`src/rtl/core/arpc_pkg.sv`:
```
// arpc_pkg: shared types and codes for the address resolution cache
// used by arpc_cell, arp_cache_with_aging_top and arpc_checker; no dependencies
package arpc_pkg;

  localparam int SLOT_W = 8;   // slot number, covers up to 256 entries
  localparam int CNT_W  = 5;

  localparam logic [7:0] AGE_LIMIT_RST = 8'd30;

  localparam logic [1:0] OP_INSERT = 2'd0;
  localparam logic [1:0] OP_LOOKUP = 2'd1;
  localparam logic [1:0] OP_TICK   = 2'd2;
  localparam logic [1:0] OP_NONE   = 2'd3;

  localparam logic [2:0] RES_INSERTED = 3'd0;
  localparam logic [2:0] RES_PRESENT  = 3'd1;
  localparam logic [2:0] RES_FULL     = 3'd2;
  localparam logic [2:0] RES_HIT      = 3'd3;
  localparam logic [2:0] RES_MISS     = 3'd4;
  localparam logic [2:0] RES_TICKED   = 3'd5;

  // operation token walking the row of cells
  typedef struct packed {
    logic              valid;
    logic [1:0]        op;
    logic [31:0]       ip;
    logic [47:0]       mac;
    logic              found;
    logic              free_found;
    logic [SLOT_W-1:0] free_slot;
    logic [CNT_W-1:0]  removed;
  } tok_t;

  // broadcast write of a new entry once the token has left the row
  typedef struct packed {
    logic              en;
    logic [SLOT_W-1:0] slot;
    logic [31:0]       ip;
    logic [47:0]       mac;
  } wr_t;

endpackage

```
`src/rtl/core/arpc_cell.sv`:
```
// arpc_cell: one cache entry plus one stage of the token chain
// depends on arpc_pkg
module arpc_cell #(
  parameter int INDEX = 0
) (
  input  logic           clk,
  input  logic           rst,
  input  logic [7:0]     age_limit,
  input  arpc_pkg::tok_t tok_in,
  input  arpc_pkg::wr_t  wr,
  output arpc_pkg::tok_t tok_out
);

  logic        ent_valid;
  logic [31:0] ent_ip;
  logic [47:0] ent_mac;
  logic [7:0]  ent_age;

  logic           match;
  logic [8:0]     age_inc;
  logic           expire;
  logic           wr_hit;
  arpc_pkg::tok_t tok_next;

  assign match   = ent_valid && (ent_ip == tok_in.ip);
  assign age_inc = {1'b0, ent_age} + 9'd1;
  assign expire  = age_inc > {1'b0, age_limit};
  assign wr_hit  = wr.en && (wr.slot == arpc_pkg::SLOT_W'(INDEX));

  always_comb begin
    tok_next = tok_in;
    unique case (tok_in.op)
      arpc_pkg::OP_INSERT: begin
        if (match) begin
          tok_next.found = 1'b1;
        end else if (!ent_valid && !tok_in.free_found) begin
          // lowest free slot claims the insert
          tok_next.free_found = 1'b1;
          tok_next.free_slot  = arpc_pkg::SLOT_W'(INDEX);
        end
      end
      arpc_pkg::OP_LOOKUP: begin
        if (match && !tok_in.found) begin
          tok_next.found = 1'b1;
          tok_next.mac   = ent_mac;
        end
      end
      arpc_pkg::OP_TICK: begin
        if (ent_valid && expire && (tok_in.removed != {arpc_pkg::CNT_W{1'b1}})) begin
          tok_next.removed = tok_in.removed + arpc_pkg::CNT_W'(1);
        end
      end
      default: begin
      end
    endcase
  end

  always_ff @(posedge clk) begin
    if (rst) begin
      ent_valid     <= 1'b0;
      tok_out.valid <= 1'b0;
    end else begin
      tok_out <= tok_next;
      if (wr_hit) begin
        ent_valid <= 1'b1;
        ent_ip    <= wr.ip;
        ent_mac   <= wr.mac;
        ent_age   <= 8'd0;
      end else if (tok_in.valid) begin
        unique case (tok_in.op)
          arpc_pkg::OP_LOOKUP: begin
            if (match && !tok_in.found) begin
              ent_age <= 8'd0;
            end
          end
          arpc_pkg::OP_TICK: begin
            if (ent_valid) begin
              if (expire) begin
                ent_valid <= 1'b0;
              end else begin
                ent_age <= age_inc[7:0];
              end
            end
          end
          default: begin
          end
        endcase
      end
    end
  end

endmodule

```
`src/rtl/core/arp_cache_with_aging_top.sv`:
```
// arp_cache_with_aging_top: ip to mac cache with per-entry ageing
// depends on arpc_pkg and arpc_cell
//
//   channel  | handshake            | payload
//   ---------+----------------------+----------------------------------------
//   command  | start / busy         | opcode, ip_address, mac_address
//   result   | done (one cycle)     | outcome, mac_out, removed_count
//   config   | cfg_valid/cfg_ready  | cfg_data (age limit)
//
// an operation token passes one cell per cycle down the row of ENTRIES cells,
// and no new command is accepted until that token has left the row;
// done is registered from the token as it leaves the last cell.
// reset is synchronous: the cache empties at once, no clearing pass.
// the result receiver cannot stall; busy is low again in the done cycle.
// opcode 3 is taken and dropped without a result.
module arp_cache_with_aging_top #(
  parameter int ENTRIES = 16
) (
  input  logic        clk,
  input  logic        rst,
  input  logic        start,
  output logic        busy,
  input  logic [1:0]  opcode,
  input  logic [31:0] ip_address,
  input  logic [47:0] mac_address,
  input  logic        cfg_valid,
  output logic        cfg_ready,
  input  logic [7:0]  cfg_data,
  output logic        done,
  output logic [2:0]  outcome,
  output logic [47:0] mac_out,
  output logic [4:0]  removed_count
);

  logic           accept;
  logic [7:0]     age_limit;
  arpc_pkg::tok_t head;
  arpc_pkg::tok_t chain [ENTRIES+1];
  arpc_pkg::tok_t tail;
  arpc_pkg::wr_t  wr;
  logic [2:0]     outcome_next;

  assign cfg_ready = 1'b1;
  assign accept    = start && !busy;
  assign chain[0]  = head;
  assign tail      = chain[ENTRIES];

  genvar gi;
  generate
    for (gi = 0; gi < ENTRIES; gi++) begin : g_cell
      arpc_cell #(
        .INDEX(gi)
      ) u_cell (
        .clk      (clk),
        .rst      (rst),
        .age_limit(age_limit),
        .tok_in   (chain[gi]),
        .wr       (wr),
        .tok_out  (chain[gi+1])
      );
    end
  endgenerate

  always_comb begin
    wr.en   = tail.valid && (tail.op == arpc_pkg::OP_INSERT) && !tail.found
              && tail.free_found;
    wr.slot = tail.free_slot;
    wr.ip   = tail.ip;
    wr.mac  = tail.mac;
    unique case (tail.op)
      arpc_pkg::OP_INSERT: begin
        if (tail.found) begin
          outcome_next = arpc_pkg::RES_PRESENT;
        end else if (tail.free_found) begin
          outcome_next = arpc_pkg::RES_INSERTED;
        end else begin
          outcome_next = arpc_pkg::RES_FULL;
        end
      end
      arpc_pkg::OP_LOOKUP: begin
        outcome_next = tail.found ? arpc_pkg::RES_HIT : arpc_pkg::RES_MISS;
      end
      default: begin
        outcome_next = arpc_pkg::RES_TICKED;
      end
    endcase
  end

  always_ff @(posedge clk) begin
    if (rst) begin
      age_limit  <= arpc_pkg::AGE_LIMIT_RST;
      busy       <= 1'b0;
      done       <= 1'b0;
      head.valid <= 1'b0;
    end else begin
      if (cfg_valid && cfg_ready) begin
        age_limit <= cfg_data;
      end
      head.valid      <= accept && (opcode != arpc_pkg::OP_NONE);
      head.op         <= opcode;
      head.ip         <= ip_address;
      head.mac        <= mac_address;
      head.found      <= 1'b0;
      head.free_found <= 1'b0;
      head.free_slot  <= '0;
      head.removed    <= '0;
      if (accept && (opcode != arpc_pkg::OP_NONE)) begin
        busy <= 1'b1;
      end else if (tail.valid) begin
        busy <= 1'b0;
      end
      done <= tail.valid;
      if (tail.valid) begin
        outcome       <= outcome_next;
        mac_out       <= (tail.op == arpc_pkg::OP_LOOKUP && tail.found) ? tail.mac : 48'd0;
        removed_count <= (tail.op == arpc_pkg::OP_TICK) ? tail.removed : 5'd0;
      end
    end
  end

endmodule

```
`config.mk`:
```
export PLATFORM = sky130hd
export DESIGN_NAME = arp_cache_with_aging_top
export DESIGN_NICKNAME = d
export VERILOG_FILES = /design/src/rtl/core/arpc_pkg.sv /design/src/rtl/core/arpc_cell.sv /design/src/rtl/core/arp_cache_with_aging_top.sv
export SDC_FILE = /design/constraint.sdc
export NUM_CORES = 2
export LEC_CHECK = 0
export BUFFER_PORTS_ARGS = -buffer_cell sky130_fd_sc_hd__buf_4
export CAP_MARGIN = 10
export CELL_PAD_IN_SITES_DETAIL_PLACEMENT = 1
export CELL_PAD_IN_SITES_GLOBAL_PLACEMENT = 1
export CORE_ASPECT_RATIO = 1.2
export CORE_UTILIZATION = 55
export CTS_CLUSTER_SIZE = 16
export DETAILED_ROUTE_END_ITERATION = 8
export PLACE_DENSITY = 0.76
export SYNTH_ARGS = -nofsm -noshare
export SYNTH_HDL_FRONTEND = slang
export SYNTH_SLANG_ARGS = --single-unit
```
`constraint.sdc`:
```
create_clock -name clk -period 69.5 [get_ports clk]
set_clock_uncertainty 0.15 [all_clocks]
set_input_delay 13.9 -clock clk [delete_from_list [all_inputs] [get_ports clk]]
set_output_delay 13.9 -clock clk [all_outputs]
set_load 0.02 [all_outputs]
```
==> After elaboration in Yosys (flattened, before gate mapping) <==
Index checks and enable logic that the tools add are counted.
W data, S select, Z words.
{ "totals": {"regBits": 3141, "word_cells": 950, "output_inout_bits": 59, "in_bits": 94} }
{ "classes": {"bitwise": 2, "n_reduce_logical": 263, "order_cmp": 16, "add_sub_neg": 31, "n_eq_ne": 129, "n_mux": 307} }
{ "op_table": {"columns": ["operator", "n"], "rows": [
  ["$mux W49", 16],
  ["$mux W48", 16],
  ["$eq A32 B32 Y1", 16],
  ["$mux W8", 64],
  ["$mux W9", 46],
  ["$pmux W8 S2", 16],
  ["$mux W5", 30],
  ["$add A8 B1 Y9 const B", 16],
  ["$gt A9 B8 Y1", 16],
  ["$logic_and A1 B1 Y1", 99],
  ["$mux W1", 99],
  ["$ne A3 B1 Y1 const B", 32],
  ["$reduce_and A6 Y1", 16],
  ["$add A5 B1 Y5 const B", 15],
  ["$ne A5 B5 Y1 const B", 15],
  ["$reduce_and A2 Y1", 33],
  ["$reduce_bool A2 Y1", 33],
  ["$eq A8 B4 Y1 const B", 8],
  ["$ne A3 B3 Y1 const B", 16],
  ["$reduce_bool A3 Y1", 16],
  ["$logic_not A1 Y1", 47],
  ["$eq A2 B1 Y1 const B", 17],
  ["$eq A2 B2 Y1 const B", 17],
  ["$logic_not A2 Y1", 17],
  ["other kinds (11)", 32]
]} }

==> Logic depth before layout (Yosys ltp) <==
{ "depth": {"ltp_word": 7, "mapped_depth": 11, "mapped_depth_nobuf": 11} }

==> Cells and area by module <==
A second synthesis with hierarchy kept.
{ "hier_totals": {"cells_unflattened": 6382, "hier_area_um2": 120769.6} }
{ "modules_own_cells": {"columns": ["module", "area_each_um2", "cells_per_inst", "instances", "seq_area_each_um2"], "rows": [
  ["arpc_cell (g_cell[11].u_cell ...)", 7249.5, 382, 2, 5595.4],
  ["arpc_cell (g_cell[1].u_cell ...)", 7223.2, 381, 2, 5595.4],
  ["arpc_cell (g_cell[6].u_cell)", 7289.5, 385, 1, 5595.4],
  ["arpc_cell (g_cell[10].u_cell)", 7284.5, 380, 1, 5595.4],
  ["arpc_cell (g_cell[12].u_cell)", 7274.5, 397, 1, 5595.4],
  ["arpc_cell (g_cell[5].u_cell)", 7262.0, 383, 1, 5595.4],
  ["arpc_cell (g_cell[0].u_cell)", 7244.4, 387, 1, 5595.4],
  ["arpc_cell (g_cell[3].u_cell)", 7224.4, 381, 1, 5595.4],
  ["arpc_cell (g_cell[8].u_cell)", 7218.2, 386, 1, 5595.4],
  ["arpc_cell (g_cell[4].u_cell)", 7215.7, 376, 1, 5595.4],
  ["arpc_cell (g_cell[7].u_cell)", 7194.4, 381, 1, 5595.4],
  ["arpc_cell (g_cell[9].u_cell)", 7194.4, 380, 1, 5595.4],
  ["arpc_cell (g_cell[14].u_cell)", 7191.9, 388, 1, 5595.4],
  ["arpc_cell (g_cell[15].u_cell)", 7186.9, 386, 1, 5595.4],
  ["arp_cache_with_aging_top", 5043.6, 246, 1, 4364.2]
]} }

==> Worst setup path before layout <==
OpenSTA, ideal clock, no wires.
{ "synth_path": {"path_type": "input -> register", "from": "input port rst", "to": "register g_cell[4].u_cell.ent_age[0], enable pin", "setup_ns": 0.364, "stages": 3, "n_path_buf": 1, "arrival_ns": 59.541, "required_ns": 68.986, "path_slack_ns": 9.445, "path_cell_list": "inv_1 clkbuf_1 o211a_1"} }
{ "synth_between": {"elab_chain_len": 2} }
{ "synth_rtl": {"columns": ["element", "line_no", "source"], "rows": [
  ["from (decl)", "arp_cache_with_aging_top.sv:20", "input logic rst,"],
  ["$not A1 Y1 (no line)", null, null],
  ["$reduce_and A6 Y1 (no line)", null, null],
  ["to (signal assigned)", "arpc_cell.sv:81", "ent_age <= age_inc[7:0];"],
  ["to (decl)", "arpc_cell.sv:17", "logic [7:0] ent_age;"]
]} }
No other way between the ends.
A chain may end at the register's enable or synchronous reset.

==> Worst setup path in the final report <==
{ "layout_path": {"from": "input port rst", "to": "register head (netlist bit chain[1610]), enable pin"} }
{ "layout_rtl": {"columns": ["element", "line_no", "source"], "rows": [
  ["to (decl)", "arp_cache_with_aging_top.sv:37", "arpc_pkg::tok_t head;"]
]} }
No word-level cell between the ends.

==> impl_metrics.json <==
{
  "rsz0062_at_grt": "no",
  "routed_wl_um": 283000,
  "nets": 6856,
  "ff2ff_path_depth": 5,
  "die_w_um": 421.5,
  "path_clk_slew_ns": 0.06,
  "worstPathMaxFanout": 166,
  "holdBufCountCts": 0,
  "yosysUniqueCellTypes": 80,
  "avgSynthCellArea_um2": 19.08,
  "hold_path.class": "reg2reg",
  "worst_pin_slew_ns": 1.286,
  "stdcell_count": 9551,
  "grt_pass1_vias": 61240,
  "overflow": 0,
  "die_area_um2": 213000,
  "grt_pass1_wl_um": 413500,
  "power.density_nw_per_um2": 29.24,
  "p_leak_nw": 44.11,
  "slew_headroom": 0.1379,
  "min_to": "g_cell[1].u_cell.tok_out[94]",
  "syn_area_um2": 116100,
  "dp_cells": 9027,
  "crit_chain": "buf_4, inv_8, buf_4, buf_4, buf_4, buf_4, buf_12",
  "synth-seq-area-share": 0.7855,
  "vdd_ir_drop_max_uv": 24.37,
  "root_buffer": "clkbuf_16",
  "core-area_um2": 209700,
  "rr_startpoint": "g_cell[15].u_cell.tok_out[96]",
  "fin_hold_ws_ns": 0.2759,
  "crit_arrival_ns": 18.96,
  "cts_tree": "built",
  "maxCapViolations": 0,
  "slew_violations": 0,
  "cts_setup_buffers": 0,
  "end_kind": "flop",
  "ctsResizeCount": 0,
  "timing.critical_path.buf_inv": 7,
  "num_rows": 184,
  "fin_crit_sh": 0.2671,
  "max_freq_mhz": 53.88,
  "grt_max_degree": 175,
  "period_minus_slack_ns": 18.56,
  "crit_type": "in2reg",
  "min_from": "g_cell[0].u_cell.tok_out[94]",
  "report.final.setup_viol": 0,
  "cp_common_cell": "buf_4",
  "synth-seq-cells": 3052,
  "synth_nets": 6397,
  "htreeDepth": 5,
  "clk-insertion-delay-late_ns": 0.94,
  "crit_family": "buffers and inverters",
  "start_util": 0.5537,
  "grt.total_usage": 0.2669,
  "drive_gt1_frac": 0.2260,
  "dpl.hpwl_um": 174400,
  "critPathMaxStageDelay_ns": 0.90,
  "cp-start-kind": "input pin",
  "rrSetupSlack_ns": 64.67,
  "synth_edf_count": 3009,
  "port_buffers": 151,
  "status": "finished, final reports clean",
  "synth-main-ff-cell": "edfxtp_1",
  "cts_max_path_buffers": 4,
  "hold_viol_final": 0,
  "power.total_mw": 3.818,
  "reg2reg_to": "g_cell[2].u_cell.ent_age[5]",
  "syn_inst": 6086,
  "drt_pre_antenna_iters": 5,
  "synthArstFlopShare": 0,
  "antenna_found_initial": 13,
  "gp_congestion": 0.8243,
  "route.detailed.drc": 0,
  "cts_made_buffers": 304,
  "viasPerCell": 5.916,
  "hold_path_depth": 0,
  "vias": 56510,
  "yosysWarningCount": 0,
  "drt_iter0_drc": 5480,
  "routedWlPerCell_um": 29.63,
  "die_y_um": 505.3,
  "numClockSinks": 3052,
  "ios": 153,
  "synthToLayoutAreaGrowth_pct": 12.48,
  "crit_slowest_cell": "buf_4",
  "fin_setup_tns_ns": 0,
  "required_ns": 69.90,
  "ant_nets": 0
}
-- synthesized netlist by cell type, types with 16 or more instances --
library cell  count  area [um^2]
mux2_4           20        300.3
mux2_2          770         8671
clkbuf_1         46        172.7
nor2b_1         142        888.4
nor3_1           32        160.2
a211oi_1         19        142.6
o21ai_0          24        120.1
nand3_1         120        600.6
buf_2            29        145.1
o21ai_1          16        80.08
and2_1           56        350.3
edfxtp_1       3009        90360
nand4_1         100        625.6
nand2_1         107        401.6
o211ai_1         16        120.1
dfxtp_1          43        860.8
ha_1            217         2715
o21bai_1         17        127.6
a21oi_1          41        205.2
and3_1           45        281.5
nand2b_1         49        306.5
xor2_1          237         2076
nor4_1           50        312.8
inv_1           144        540.5
nor2_1          140        525.5
or2_2            34        212.7
xnor2_1         369         3232
-- where the power goes --
part           switching [mW]  internal (mW)  total [mW]
Combinational          0.0627         0.0444       0.107
Sequential             0.0469           2.09        2.13
Clock                   0.675          0.904        1.58
Total                   0.784           3.03        3.82
-- metal layers --
layer,share of wire,routed length (um),up-vias,GRT usage
met4,0.028,7809,0,0.07894
met2,0.51,145300,2075,0.4650
met5,0,0,-,0
met1,0.40,112200,29680,0.3478
met3,0.063,17710,450,0.03920
li1,-,-,24310,-
-- flip-flops by register name, summed over array words and instances (netlist names) --
name,flops
g_cell.u_cell.tok_out,1479
g_cell.u_cell.ent_mac,768
g_cell.u_cell.ent_ip,512
g_cell.u_cell.ent_age,128
chain,83
mac_out,48
g_cell.u_cell.ent_valid,16
age_limit,8
removed_count,5
outcome,3
busy,1
done,1
-- how the worst max path moves through the flow --
| stage | start | to | slack, ns | cells past startpoint |
|---|---|---|---|---|
| floorplan | rst | g_cell[4].u_cell.ent_age[0] | 9.45 | 3 |
| global placement | rst | chain[1610] | 50.16 | 7 |
| detailed placement | rst | chain[1610] | 49.99 | 7 |
| CTS | rst | g_cell[5].u_cell.tok_out[47] | 51.04 | 7 |
| global route | rst | g_cell[4].u_cell.tok_out[37] | 50.69 | 7 |
| finish | rst | chain[1610] | 50.94 | 7 |
-- cells in the final DEF, fill, tap and decap left out, drive strengths merged, types with 32 or more instances in the layout --
master and instances:
o21ai 40, inv 147, or2 34, nand2b 49, xnor2 369, nand2 107, nor2b 142, nor2 140
nand3 120, clkinv 114, xor2 237, dfxtp 43, clkbuf 370, nor3 32, nand4 100, mux2 793
buf 247, a21oi 41, and3 45, and2 56, nor4 50, edfxtp 3009, ha 217
-- through the flow --
stage                     worst slack (ns)    util  area [um^2]
after floorplan                      9.445       -       116100
after global placement               50.16  0.5781       121200
after detailed placement             49.99  0.5781       121200
after CTS                            51.04  0.6225       130600
after global routing                 50.69  0.6227       130600
final                                50.94  0.6228       130600
-- cells by family after synthesis --
logic type	share of synthesized area
xor+xnor	0.04571
buf+inv	0.008297
compound gates	0.01635
mux	0.07789
fa+ha+maj	0.02338
simple gates	0.04281
other cells	0.00003229
flops	0.7855
-- worst register-to-register path, cell delays in order, from the launching register on --
cell and delay, ns:
edfxtp_1 0.49, nor4b_2 0.61, nand4b_1 1.13, o21ai_1 1.07
a21oi_1 0.08, nor3_1 0.91
-- cell type report --
cell class / count / area [um^2]
Sequential cell: 3052 / 91220
Fill cell: 17730 / 79120
Multi-Input combinational cell: 2796 / 24100
Clock buffer: 370 / 8075
Tap cell: 2790 / 3491
Timing Repair Buffer: 247 / 1897
Clock inverter: 144 / 1240
Inverter: 144 / 565.5
Antenna cell: 8 / 20.02
Note: power is estimated with default switching activity, not from simulation.
